## config.mk

```make
export PLATFORM = sky130hd
export DESIGN_NAME = particle_pool_engine_core
export DESIGN_NICKNAME = d
export VERILOG_FILES = /design/src/sv/ppe_pkg.sv /design/src/sv/particle_pool_engine_core.sv /design/src/sv/ppe_store.sv /design/src/sv/ppe_frame_div.sv
export VERILOG_INCLUDE_DIRS = /design/src /design/src/sv
export SDC_FILE = /design/constraint.sdc
export NUM_CORES = 2
export LEC_CHECK = 0
export BUFFER_PORTS_ARGS = -buffer_cell sky130_fd_sc_hd__clkbuf_2
export CORE_MARGIN = 2
export CORE_UTILIZATION = 35
export CTS_CLUSTER_DIAMETER = 50
export DETAILED_ROUTE_END_ITERATION = 12
export MAX_ROUTING_LAYER = met4
export PLACE_DENSITY = 0.48
export SLEW_MARGIN = 40
export SYNTH_ARGS = -nofsm -noshare
export SYNTH_HDL_FRONTEND = slang
export SYNTH_SLANG_ARGS = --single-unit
export TNS_END_PERCENT = 5
```

## constraint.sdc

```tcl
create_clock -name clk -period 13.1 [get_ports clk]
set_clock_uncertainty 0.1 [all_clocks]
set_input_delay 2.62 -clock clk [delete_from_list [all_inputs] [get_ports clk]]
set_output_delay 2.62 -clock clk [all_outputs]
set_load 0.02 [all_outputs]
```

## src/sv/particle_pool_engine_core_defines.svh

```systemverilog
// Assertion macros used by the particle pool engine core.
`ifndef PARTICLE_POOL_ENGINE_CORE_DEFINES_SVH
`define PARTICLE_POOL_ENGINE_CORE_DEFINES_SVH

// Condition that must hold on every clock edge out of reset.
`define PPE_ASSERT_ALWAYS(lbl, cond, msg) \
    lbl: assert property (@(posedge clk) disable iff (!rst_n) (cond)) else $error(msg);

// Same-cycle implication.
`define PPE_ASSERT_IMPL(lbl, ante, cons, msg) \
    lbl: assert property (@(posedge clk) disable iff (!rst_n) (ante) |-> (cons)) else $error(msg);

// Next-cycle implication.
`define PPE_ASSERT_NEXT(lbl, ante, cons, msg) \
    lbl: assert property (@(posedge clk) disable iff (!rst_n) (ante) |=> (cons)) else $error(msg);

`endif

```

## src/sv/ppe_pkg.sv

```systemverilog
package ppe_pkg;

    // Default pool size, fixed field widths and the depth base offset.
    localparam int POOL_SIZE_DEF = 32;
    localparam int SLOT_W        = 6;
    localparam int DEPTH_W       = 17;
    localparam int DEPTH_BASE    = 25;

    // Command codes.
    typedef enum logic [1:0] {
        CMD_SPAWN = 2'd0,
        CMD_TICK  = 2'd1,
        CMD_DRAW  = 2'd2
    } cmd_t;

    // Result kinds.
    typedef enum logic [1:0] {
        RK_PLACED  = 2'd0,
        RK_DROPPED = 2'd1,
        RK_DRAW    = 2'd2
    } result_kind_t;

    // Register indexes of the configuration port.
    typedef enum logic [1:0] {
        REG_FRAMES0 = 2'd0,
        REG_FRAMES1 = 2'd1,
        REG_FRAMES2 = 2'd2,
        REG_FRAMES3 = 2'd3
    } reg_idx_t;

    // Sequencer states.
    typedef enum logic [3:0] {
        ST_IDLE,
        ST_SPAWN,
        ST_TICK_RD,
        ST_TICK_WR,
        ST_DRAW_RD,
        ST_DRAW_MUL,
        ST_DRAW_DIV,
        ST_DRAW_PUT
    } state_t;

    // One particle record as held in the pool memory.
    typedef struct packed {
        logic [15:0] pos_x;
        logic [15:0] pos_y;
        logic [15:0] vel_x;
        logic [15:0] vel_y;
        logic [1:0]  kind;
        logic [15:0] age;
        logic [15:0] lifetime;
    } ppe_rec_t;

    // Write request into the pool memory.
    typedef struct packed {
        logic            en;
        logic [SLOT_W-1:0] addr;
        ppe_rec_t        data;
    } ppe_wr_t;

endpackage

```

## src/sv/particle_pool_engine_core.sv

```systemverilog
// Particle pool engine.
// Input channel (in_valid/in_stall) carries one request: spawn, tick or draw.
// Output channel (out_valid/out_stall) carries results; last marks the final
// result of a request. A spawn gives one result, a tick none, and a draw one
// result per active slot from the lowest slot up (none if the pool is empty).
// Frame counts per particle type are written over the APB port, which is
// always ready, and are read directly by each draw, also one in progress.
// Steps: a spawn scans slots one per cycle. A tick reads every slot and
// writes each active one back. A draw reads every slot and, for each
// active one, goes through memory read, multiply, a wait on the divider for
// the frame index and the output load. A new request is taken once the
// previous one is done, even while its last result still waits in the
// output register.
// Reset clears all slots to inactive at once through per-slot active bits.
// While out_stall is high and a result is held, the output register holds,
// and the sequencer waits before loading the next result.
module particle_pool_engine_core
    import ppe_pkg::*;
#(
    parameter int POOL_SIZE = POOL_SIZE_DEF
)
(
    input  logic                clk,
    input  logic                rst_n,
    // Request channel.
    input  logic                in_valid,
    output logic                in_stall,
    input  logic [1:0]          command,
    input  logic signed [15:0]  start_x,
    input  logic signed [15:0]  start_y,
    input  logic signed [15:0]  speed_x,
    input  logic signed [15:0]  speed_y,
    input  logic [1:0]          kind,
    input  logic [15:0]         lifetime,
    // Result channel.
    output logic                out_valid,
    input  logic                out_stall,
    output logic [1:0]          result_kind,
    output logic [SLOT_W-1:0]   slot,
    output logic signed [11:0]  screen_x,
    output logic signed [11:0]  screen_y,
    output logic [1:0]          drawn_kind,
    output logic [7:0]          frame,
    output logic [DEPTH_W-1:0]  depth,
    output logic                last,
    // Configuration port.
    input  logic                psel,
    input  logic                penable,
    input  logic                pwrite,
    input  logic [3:0]          paddr,
    input  logic [31:0]         pwdata,
    output logic [31:0]         prdata,
    output logic                pready
);

`include "particle_pool_engine_core_defines.svh"

    localparam int AW = (POOL_SIZE > 1) ? $clog2(POOL_SIZE) : 1;
    localparam int CW = $clog2(POOL_SIZE + 1);

    // Configuration registers.
    logic [7:0] frames0_reg, frames1_reg, frames2_reg, frames3_reg;
    logic       cfg_we;
    reg_idx_t   cfg_sel;

    assign pready  = 1'b1;
    assign cfg_we  = psel && penable && pwrite;
    assign cfg_sel = reg_idx_t'(paddr[3:2]);

    always_ff @(posedge clk or negedge rst_n)
    begin
        if (!rst_n)
        begin
            frames0_reg <= 8'd1;
            frames1_reg <= 8'd1;
            frames2_reg <= 8'd1;
            frames3_reg <= 8'd1;
        end
        else if (cfg_we)
        begin
            case (cfg_sel)
                REG_FRAMES0: frames0_reg <= pwdata[7:0];
                REG_FRAMES1: frames1_reg <= pwdata[7:0];
                REG_FRAMES2: frames2_reg <= pwdata[7:0];
                REG_FRAMES3: frames3_reg <= pwdata[7:0];
                default:     frames0_reg <= frames0_reg;
            endcase
        end
    end

    // Register read back.
    always_comb
    begin
        case (cfg_sel)
            REG_FRAMES0: prdata = {24'd0, frames0_reg};
            REG_FRAMES1: prdata = {24'd0, frames1_reg};
            REG_FRAMES2: prdata = {24'd0, frames2_reg};
            REG_FRAMES3: prdata = {24'd0, frames3_reg};
            default:     prdata = 32'd0;
        endcase
    end

    // Sequencer and datapath state.
    state_t                 state_reg, state_next;
    logic [CW-1:0]          idx_reg, idx_next;
    logic [POOL_SIZE-1:0]   live_reg, live_next;
    ppe_rec_t               spawn_reg, spawn_next;
    logic [SLOT_W-1:0]      hold_slot_reg, hold_slot_next;
    logic [11:0]            hold_x_reg, hold_x_next;
    logic [11:0]            hold_y_reg, hold_y_next;
    logic [1:0]             hold_kind_reg, hold_kind_next;
    logic [DEPTH_W-1:0]     hold_depth_reg, hold_depth_next;
    logic                   hold_last_reg, hold_last_next;

    logic                   out_valid_reg, out_valid_next;
    logic [1:0]             rk_reg, rk_next;
    logic [SLOT_W-1:0]      slot_reg, slot_next;
    logic [11:0]            sx_reg, sx_next;
    logic [11:0]            sy_reg, sy_next;
    logic [1:0]             dk_reg, dk_next;
    logic [7:0]             frame_reg, frame_next;
    logic [DEPTH_W-1:0]     depth_reg, depth_next;
    logic                   last_reg, last_next;

    logic [AW-1:0]          cur;
    logic                   at_end;
    logic                   load_ok;
    logic                   higher_live;
    logic [7:0]             cur_frames;
    logic [16:0]            age_inc;
    ppe_wr_t                wr;
    ppe_rec_t               rd_data;
    ppe_rec_t               upd;
    logic                   div_start;
    logic                   div_done;
    logic [7:0]             div_quot;

    assign cur     = idx_reg[AW-1:0];
    assign at_end  = (idx_reg == CW'(POOL_SIZE));
    assign load_ok = !out_valid_reg || !out_stall;
    assign age_inc = {1'b0, rd_data.age} + 17'd1;

    // Any active slot above the current one decides the last flag of a draw.
    always_comb
    begin
        higher_live = 1'b0;
        for (int j = 0; j < POOL_SIZE; j++)
        begin
            if ((CW'(j) > idx_reg) && live_reg[j])
            begin
                higher_live = 1'b1;
            end
        end
    end

    // Frame count of the particle read from the pool.
    always_comb
    begin
        case (rd_data.kind)
            2'd0:    cur_frames = frames0_reg;
            2'd1:    cur_frames = frames1_reg;
            2'd2:    cur_frames = frames2_reg;
            default: cur_frames = frames3_reg;
        endcase
    end

    // Moved and aged record for a tick.
    always_comb
    begin
        upd       = rd_data;
        upd.pos_x = rd_data.pos_x + rd_data.vel_x;
        upd.pos_y = rd_data.pos_y + rd_data.vel_y;
        upd.age   = age_inc[15:0];
    end

    // Next state and outputs.
    always_comb
    begin
        state_next      = state_reg;
        idx_next        = idx_reg;
        live_next       = live_reg;
        spawn_next      = spawn_reg;
        hold_slot_next  = hold_slot_reg;
        hold_x_next     = hold_x_reg;
        hold_y_next     = hold_y_reg;
        hold_kind_next  = hold_kind_reg;
        hold_depth_next = hold_depth_reg;
        hold_last_next  = hold_last_reg;
        out_valid_next  = out_valid_reg && out_stall;
        rk_next         = rk_reg;
        slot_next       = slot_reg;
        sx_next         = sx_reg;
        sy_next         = sy_reg;
        dk_next         = dk_reg;
        frame_next      = frame_reg;
        depth_next      = depth_reg;
        last_next       = last_reg;
        in_stall        = 1'b1;
        wr              = '0;
        div_start       = 1'b0;

        case (state_reg)
            ST_IDLE:
            begin
                in_stall = 1'b0;
                if (in_valid)
                begin
                    idx_next   = '0;
                    spawn_next = '{pos_x: start_x, pos_y: start_y, vel_x: speed_x,
                                   vel_y: speed_y, kind: kind, age: 16'd0,
                                   lifetime: lifetime};
                    case (command)
                        CMD_SPAWN: state_next = ST_SPAWN;
                        CMD_TICK:  state_next = ST_TICK_RD;
                        CMD_DRAW:  state_next = ST_DRAW_RD;
                        default:   state_next = ST_IDLE;
                    endcase
                end
            end

            // Spawn: look for the lowest inactive slot.
            ST_SPAWN:
            begin
                if (at_end || !live_reg[cur])
                begin
                    if (load_ok)
                    begin
                        out_valid_next = 1'b1;
                        sx_next        = '0;
                        sy_next        = '0;
                        dk_next        = '0;
                        frame_next     = '0;
                        depth_next     = '0;
                        last_next      = 1'b1;
                        state_next     = ST_IDLE;
                        if (at_end)
                        begin
                            rk_next   = RK_DROPPED;
                            slot_next = '0;
                        end
                        else
                        begin
                            rk_next        = RK_PLACED;
                            slot_next      = SLOT_W'(cur);
                            wr.en          = 1'b1;
                            wr.addr        = SLOT_W'(cur);
                            wr.data        = spawn_reg;
                            live_next[cur] = (spawn_reg.lifetime != 16'd0);
                        end
                    end
                end
                else
                begin
                    idx_next = idx_reg + CW'(1);
                end
            end

            // Tick: read each slot, then write each active one back moved and aged.
            ST_TICK_RD:
            begin
                if (at_end)
                begin
                    state_next = ST_IDLE;
                end
                else if (live_reg[cur])
                begin
                    state_next = ST_TICK_WR;
                end
                else
                begin
                    idx_next = idx_reg + CW'(1);
                end
            end

            ST_TICK_WR:
            begin
                wr.en          = 1'b1;
                wr.addr        = SLOT_W'(cur);
                wr.data        = upd;
                live_next[cur] = (age_inc < {1'b0, rd_data.lifetime});
                idx_next       = idx_reg + CW'(1);
                state_next     = ST_TICK_RD;
            end

            // Draw: read each active slot and compute its frame.
            ST_DRAW_RD:
            begin
                if (at_end)
                begin
                    state_next = ST_IDLE;
                end
                else if (live_reg[cur])
                begin
                    state_next = ST_DRAW_MUL;
                end
                else
                begin
                    idx_next = idx_reg + CW'(1);
                end
            end

            ST_DRAW_MUL:
            begin
                div_start       = 1'b1;
                hold_slot_next  = SLOT_W'(cur);
                hold_x_next     = rd_data.pos_x[15:4];
                hold_y_next     = rd_data.pos_y[15:4];
                hold_kind_next  = rd_data.kind;
                hold_depth_next = DEPTH_W'(rd_data.age) + DEPTH_W'(DEPTH_BASE);
                hold_last_next  = !higher_live;
                state_next      = ST_DRAW_DIV;
            end

            ST_DRAW_DIV:
            begin
                if (div_done)
                begin
                    state_next = ST_DRAW_PUT;
                end
            end

            ST_DRAW_PUT:
            begin
                if (load_ok)
                begin
                    out_valid_next = 1'b1;
                    rk_next        = RK_DRAW;
                    slot_next      = hold_slot_reg;
                    sx_next        = hold_x_reg;
                    sy_next        = hold_y_reg;
                    dk_next        = hold_kind_reg;
                    frame_next     = div_quot;
                    depth_next     = hold_depth_reg;
                    last_next      = hold_last_reg;
                    idx_next       = idx_reg + CW'(1);
                    state_next     = ST_DRAW_RD;
                end
            end

            default:
            begin
                state_next = ST_IDLE;
            end
        endcase
    end

    // Control registers.
    always_ff @(posedge clk or negedge rst_n)
    begin
        if (!rst_n)
        begin
            state_reg     <= ST_IDLE;
            idx_reg       <= '0;
            live_reg      <= '0;
            out_valid_reg <= 1'b0;
        end
        else
        begin
            state_reg     <= state_next;
            idx_reg       <= idx_next;
            live_reg      <= live_next;
            out_valid_reg <= out_valid_next;
        end
    end

    // Payload registers.
    always_ff @(posedge clk)
    begin
        spawn_reg      <= spawn_next;
        hold_slot_reg  <= hold_slot_next;
        hold_x_reg     <= hold_x_next;
        hold_y_reg     <= hold_y_next;
        hold_kind_reg  <= hold_kind_next;
        hold_depth_reg <= hold_depth_next;
        hold_last_reg  <= hold_last_next;
        rk_reg         <= rk_next;
        slot_reg       <= slot_next;
        sx_reg         <= sx_next;
        sy_reg         <= sy_next;
        dk_reg         <= dk_next;
        frame_reg      <= frame_next;
        depth_reg      <= depth_next;
        last_reg       <= last_next;
    end

    // Pool memory.
    ppe_store #(
        .POOL_SIZE (POOL_SIZE)
    ) u_store (
        .clk     (clk),
        .wr      (wr),
        .rd_addr (cur),
        .rd_data (rd_data)
    );

    // Frame index divider.
    ppe_frame_div u_div (
        .clk      (clk),
        .rst_n    (rst_n),
        .start    (div_start),
        .age      (rd_data.age),
        .count    (cur_frames),
        .lifetime (rd_data.lifetime),
        .done     (div_done),
        .quotient (div_quot)
    );

    // Result ports.
    assign out_valid   = out_valid_reg;
    assign result_kind = rk_reg;
    assign slot        = slot_reg;
    assign screen_x    = $signed(sx_reg);
    assign screen_y    = $signed(sy_reg);
    assign drawn_kind  = dk_reg;
    assign frame       = frame_reg;
    assign depth       = depth_reg;
    assign last        = last_reg;

    // Checks on the sequencer.
    `PPE_ASSERT_IMPL(a_wr_state, wr.en,
        (state_reg == ST_TICK_WR) || (state_reg == ST_SPAWN), "pool write outside write state")
    `PPE_ASSERT_IMPL(a_div_state, div_done,
        state_reg == ST_DRAW_DIV, "divider finished outside its wait state")
    `PPE_ASSERT_NEXT(a_spawn_done, (state_reg == ST_SPAWN) && out_valid_next && load_ok,
        state_reg == ST_IDLE, "spawn did not return to idle after its result")
    `PPE_ASSERT_ALWAYS(a_idx_range, idx_reg <= CW'(POOL_SIZE), "slot counter beyond pool")

endmodule

```

## src/sv/ppe_store.sv

```systemverilog
module ppe_store
    import ppe_pkg::*;
#(
    parameter int POOL_SIZE = POOL_SIZE_DEF
)
(
    input  logic     clk,
    input  ppe_wr_t  wr,
    input  logic [((POOL_SIZE > 1) ? $clog2(POOL_SIZE) : 1)-1:0] rd_addr,
    output ppe_rec_t rd_data
);

    localparam int AW = (POOL_SIZE > 1) ? $clog2(POOL_SIZE) : 1;

    ppe_rec_t mem [POOL_SIZE];
    ppe_rec_t rd_data_reg;

    // Single write port, registered read port.
    always_ff @(posedge clk)
    begin
        if (wr.en)
        begin
            mem[wr.addr[AW-1:0]] <= wr.data;
        end
        rd_data_reg <= mem[rd_addr];
    end

    assign rd_data = rd_data_reg;

endmodule

```

## src/sv/ppe_frame_div.sv

```systemverilog
module ppe_frame_div
    import ppe_pkg::*;
(
    input  logic        clk,
    input  logic        rst_n,
    input  logic        start,
    input  logic [15:0] age,
    input  logic [7:0]  count,
    input  logic [15:0] lifetime,
    output logic        done,
    output logic [7:0]  quotient
);

    // The quotient is known to fit eight bits because age < lifetime,
    // so the top sixteen product bits already sit below the divisor.
    logic        mul_pend_reg, mul_pend_next;
    logic        done_reg, done_next;
    logic [3:0]  step_reg, step_next;
    logic [23:0] prod_reg, prod_next;
    logic [15:0] div_reg, div_next;
    logic [15:0] rem_reg, rem_next;
    logic [7:0]  low_reg, low_next;
    logic [7:0]  q_reg, q_next;
    logic [16:0] trial;
    logic        ge;

    always_comb
    begin
        mul_pend_next = 1'b0;
        done_next     = 1'b0;
        step_next     = step_reg;
        prod_next     = prod_reg;
        div_next      = div_reg;
        rem_next      = rem_reg;
        low_next      = low_reg;
        q_next        = q_reg;
        trial         = {rem_reg, low_reg[7]};
        ge            = (trial >= {1'b0, div_reg});

        if (start)
        begin
            // Multiply cycle.
            prod_next     = age * count;
            div_next      = lifetime;
            mul_pend_next = 1'b1;
        end
        else if (mul_pend_reg)
        begin
            rem_next  = prod_reg[23:8];
            low_next  = prod_reg[7:0];
            step_next = 4'd8;
        end
        else if (step_reg != 4'd0)
        begin
            // One restoring step per cycle.
            rem_next  = ge ? 16'(trial - {1'b0, div_reg}) : trial[15:0];
            q_next    = {q_reg[6:0], ge};
            low_next  = {low_reg[6:0], 1'b0};
            step_next = step_reg - 4'd1;
            done_next = (step_reg == 4'd1);
        end
    end

    always_ff @(posedge clk or negedge rst_n)
    begin
        if (!rst_n)
        begin
            mul_pend_reg <= 1'b0;
            done_reg     <= 1'b0;
            step_reg     <= 4'd0;
        end
        else
        begin
            mul_pend_reg <= mul_pend_next;
            done_reg     <= done_next;
            step_reg     <= step_next;
        end
    end

    always_ff @(posedge clk)
    begin
        prod_reg <= prod_next;
        div_reg  <= div_next;
        rem_reg  <= rem_next;
        low_reg  <= low_next;
        q_reg    <= q_next;
    end

    assign done     = done_reg;
    assign quotient = q_reg;

endmodule
```

* Yosys cells after proc, flatten, opt, wreduce, memory -nomap -nowiden
Memories as Yosys holds them, arrays and structs flattened. A register that Yosys moved wholly into a read port is not among the register bits. Cells that the tools add are included.
Operators by class: add/subtract/negate cells 7, multipliers 1, magnitude comparators 36, equality and inequality tests 27, muxes and demuxes 115, bitwise operators 2, reductions and logical operators 64
Operators by type and width (count):
- 105-bit two-way mux | 3
- 105-bit one-hot mux with 2 select lines | 1
- 32-bit one-hot mux with 4 select lines | 1
- 5-bit by 6-bit greater-than comparator with 1-bit output (first input constant) | 16
- 32-bit two-way mux | 3
- 32-bit bitwise mux | 2
- 32-bit one-hot mux with 2 select lines | 1
- 17-bit two-way mux | 3
- 4-bit by 6-bit greater-than comparator with 1-bit output (first input constant) | 8
- 1-bit two-way mux | 48
- 12-bit two-way mux | 4
- 16-bit two-way mux | 3
- 6-bit two-way mux | 8
- 12-bit one-hot mux with 2 select lines | 2
- 4-bit two-way mux | 11
- 8-bit two-way mux | 5
- 1-bit logical AND | 36
- 17-bit one-hot mux with 2 select lines | 1
- 16-bit adder | 2
- 4-bit one-hot mux with 8 select lines | 1
- 6-bit one-hot mux with 5 select lines | 1
- 3-bit by 6-bit greater-than comparator with 1-bit output (first input constant) | 4
- 16-bit by 8-bit multiplier with 24-bit output | 1
- 8-bit one-hot mux with 3 select lines | 1
- other kinds (44) | 86
Storage, ports and cells: register bits 344, RAM bits 3136, input port bits 127, output and inout port bits 95, word-level logic and storage cells 289, memories kept 1
Memories:
- u_store.mem | words 32, width 98, rd ports 1, clocked after Yosys merged registers in 1, wr ports 1, line ppe_store.sv:15 | ppe_rec_t mem [POOL_SIZE];

* Depth between registers and ports, before layout
depth after elaboration 35, depth in mapped cells 20, gate-level depth less buffers 19

* Cells and area by module
A second synthesis with hierarchy kept.
Second synthesis, totals: cell total of the unflattened synthesis 7646, area, all modules 142701.9 sq um
Modules (own cells, without submodules):
- ppe_store | instances 1, cells an instance 5704, area each 121023.6 sq um, sequential area each 96132.2 sq um
- particle_pool_engine_core | instances 1, cells an instance 1179, area each 13852.0 sq um, sequential area each 7562.3 sq um
- ppe_frame_div | instances 1, cells an instance 763, area each 7826.3 sq um, sequential area each 2312.2 sq um

* Least setup slack after synthesis
Ideal clock, no wire load.
path type input to register, from input out_stall, to memory u_store.mem[3][0] (netlist bit), enable pin, library setup time 556 ps, arrival time 7529 ps, required time 12444 ps, path slack 4914 ps, cell stages on the path 6, path buffers 0, cell sequence nand2_1 nand3_1 nor3_4 nand2b_2 nand3_1 nor2_1
On the way: cells in the longest elaborated chain, start to end 7
RTL lines:
- start, declared | line particle_pool_engine_core.sv:37 | input logic out_stall,
- 1-bit zero test * | line particle_pool_engine_core.sv:140 | assign load_ok = !out_valid_reg || !out_stall;
- 1-bit logical OR * | line particle_pool_engine_core.sv:140
- 105-bit two-way mux * | line particle_pool_engine_core.sv:226 | if (load_ok)
- 105-bit two-way mux * | line particle_pool_engine_core.sv:224 | if (at_end || !live_reg[cur])
- 105-bit one-hot mux with 2 select lines * | line particle_pool_engine_core.sv:202 | case (state_reg)
- 1-bit two-way mux | line ppe_store.sv:21 | if (wr.en)
- 1-bit two-way mux (implied by the code) | line ppe_store.sv:23 | mem[wr.addr[AW-1:0]] <= wr.data;
- end, declared | line ppe_store.sv:15
Every way passes the cells marked *; elsewhere a longest branch is shown, timed or not.

* Final worst setup path
from input paddr[2], to output prdata[6]
On the way: cells in the longest elaborated chain, start to end 2, elaborated cells between the ends (all ways) 5, those cells by class eq/ne: 3; mux: 1; reduce/logical: 1
RTL lines:
- start, declared | line particle_pool_engine_core.sv:50 | input logic [3:0] paddr,
- 2-bit == test, or another cell as far along | line particle_pool_engine_core.sv:94 | case (cfg_sel)
- 32-bit one-hot mux with 4 select lines * | line particle_pool_engine_core.sv:94
- end, declared | line particle_pool_engine_core.sv:52 | output logic [31:0] prdata,
Every way passes the cells marked *; elsewhere a longest branch is shown, timed or not. The select of a mux whose other input is x is not followed.

==> reports/results.ini <==
[worst_setup_path]
arrival_ps = 3720
crit_required_ps = 10380
critPathTopFamily = multiplexers
cp_common_cell = clkbuf_2
cp_cell_sequence = clkbuf_2, mux4_2, clkbuf_2
worst-path-buf-inv = 2
cpPeakStageDelay_ps = 580
critical-path-slowest-cell = mux4_2
end_kind = output pin
startpoint_type = primary input
crit_path_max_fanout = 11
critPathKind = primary input to output pin

[flow_run]
cap_violations = 0

[power]
p_clk_share_pct = 30.1
internal_power_mw = 27.2
power_frac_comb_pct = 34.0
switchingPower_mw = 13.1
leakagePower_nw = 54.2
power.share.switching_pct = 32.6
power_density_nw_per_um2 = 243
ir_drop_uv = 463
total_power_mw = 40.3
pwr-share-seq_pct = 35.9

[grt]
overflow = 0
antenna_found_initial = 16
grt_pass1_vias = 71761
grt_max_degree = 124
grt_usage_pct = 20.3
grt_pass1_wl_um = 569000

[sta]
final-max-slew-violation-count = 0
holdWs_ps = 337
rsz0062_at_grt = false
worst_pin_slew_ps = 961
setup_viol = 0
period_share_pct = 49.2
layout_setup_ws_ps = 6660
fin_crit_ps = 6440
hold_violations = 0
relSlewSlack_pct = 36.0
fin_tns_setup_ps = 0
clock.fmax_mhz = 155

[logic_synthesis]
synth_edf_count = 3398
ys_ff_latch = 3576
synth.yosys.seq_area_share_pct = 74.7
yosysTopAreaCell = edfxtp_1
netlist-cell-type-count = 77
async_flop_share_pct = 2.24
syn_area_um2 = 142000
synth_commonest_cells = 3,398 x edfxtp_1, 1,004 x mux4_2, 354 x nand2_1
netlist_instances = 6591
yosys-top-cells-area = edfxtp_1 72%, mux4_2 16%, dfxtp_1 1.4%, dfrtp_1 1.3%, fa_1 1.2%
synth.most_common_cell = edfxtp_1
synth_top_area_share_pct = 71.9
avgSynthCellArea_um2 = 21.5
ys_warn_count = 0
synth_top_flop_cell = edfxtp_1

[route]
wirelength_um = 407000
num_vias = 69234
wire_per_inst_um = 31.6
ant_nets = 0
via_per_inst = 5.38
dr.pass1.iters = 7
drt_iter0_drc = 6978
route.detailed.drc = 0

[clock_network]
cts_hold_buffers = 0
cts_setup_buffers = 0
cts-root-buf = clkbuf_16
cts.repair.resized = 0
cts_tree = built
clk_latency_ps = 990
clockBufferDepth = 4
numCtsBuffers = 428
htree_num_levels = 5
cts_sinks = 3576
path_clk_slew_ps = 60

[status]
outcome = complete, no violations

[floorplanning]
rows = 233
core_region_area_um2 = 403000
die_y_um = 641
die_x_um = 641
initial_utilization_pct = 35.2
dieArea_um2 = 410000
ios = 222

[finish]
syn2layout_area_growth_pct = 17.1
drive_gt1_share_pct = 31.1
largest_reg_flops = 3136
final_nets = 7413

[place]
gp_congestion = 0.765
portBuffers = 169
post-place-ws_ps = 5430
dp_hpwl_um = 217000

[hold_path]
holdCritPathClass = flip-flop to flip-flop

[power by group through the flow]
| stage | clock network [mW] | logic (mW) | registers (mW) |
|---|---|---|---|
| finish | 12.1 | 13.7 | 14.5 |
| global route | 12.9 | 15.3 | 14.5 |
| floorplan | 0 | 10.0 | 14.3 |
| global placement | 0 | 13.8 | 14.8 |
| detailed placement | 0 | 13.9 | 14.7 |
| CTS | 12.4 | 14.0 | 14.5 |
[final timing paths]
path	startpoint	endpoint	slack, ps	cells past startpoint
setup / recovery	paddr[2]	prdata[6]	6660	3
hold / removal	u_store.rd_data[12]$_DFF_P_	u_div.div_reg[12]$_DFFE_PP_	340	0
setup reg to reg	u_store.rd_data[33]$_DFF_P_	u_div.prod_reg[22]$_DFFE_PP_	6720	17
hold reg to reg	u_store.rd_data[12]$_DFF_P_	u_div.div_reg[12]$_DFFE_PP_	340	0
max in group asynchronous	rst_n	idx_reg[1]$_DFFE_PN0P_	10420	2
min in group asynchronous	rst_n	frames0_reg[7]$_DFFE_PN0P_	1510	1
[layout by cell type, fill, tap and decap left out, types with 23 or more instances in the layout]
cell	instances
a21oi_1	58
buf_12	36
nor3_1	27
inv_6	27
xnor2_1	49
buf_4	105
buf_6	47
nor2_4	35
clkinv_2	67
conb_1	26
and2_1	120
ha_1	114
nand3_1	32
inv_1	148
edfxtp_1	3398
mux2_2	118
xor2_1	32
mux4_2	1004
nand2_1	352
clkbuf_2	168
o21ai_1	23
fa_1	87
clkbuf_1	80
clkinv_1	62
clkbuf_16	436
clkinvlp_4	25
bufinv_16	57
a22o_2	34
nor2_1	74
dfrtp_1	72
dfxtp_1	96
o21ai_0	48
[routing by layer]
layer | track usage [%] | up-vias | share of wire, %
li1 | - | 28200 | -
met1 | 27.9 | 38465 | 44
met2 | 32.8 | 2026 | 49
met3 | 2.37 | 543 | 5.1
met4 | 4.12 | 0 | 2.1
met5 | - | - | 0
[cell families (layout without fill, tap and decap cells)]
kind of cell | after synthesis | count (layout) | synth area share (%)
flip-flops | 3576 | 3576 | 74.7
multiplexers | 1134 | 1134 | 17.0
AND/OR/NAND/NOR | 777 | 777 | 2.60
buffers and inverters | 501 | 1341 | 1.44
AO/OA/AOI/OAI | 317 | 317 | 1.49
adder cells (fa/ha/maj) | 202 | 202 | 2.24
XOR/XNOR | 82 | 82 | 0.506
other | 2 | 31 | 0.00530
[final cells by class]
| class | instances | area [um2] |
|---|---|---|
| clock inverters | 272 | 3210 |
| well taps | 5405 | 6760 |
| repair buffers | 389 | 3620 |
| fillers | 35329 | 237000 |
| diodes | 5 | 12.5 |
| inverters | 152 | 586 |
| multi-input cells | 2538 | 34400 |
| clock buffers | 528 | 11400 |
| flip-flops and latches | 3576 | 106000 |
[metrics by stage]
step / std cells / instance area (um2) / utilization [%]
after floorplan: 6615 / 142000 / -
after global placement: 12014 / 150000 / 37.2
after detailed placement: 12043 / 151000 / 37.5
after CTS: 12843 / 166000 / 41.1
after global routing: 12862 / 166000 / 41.2
final: 12865 / 166000 / 41.2
No activity file was read; power rests on OpenSTA's default activity.
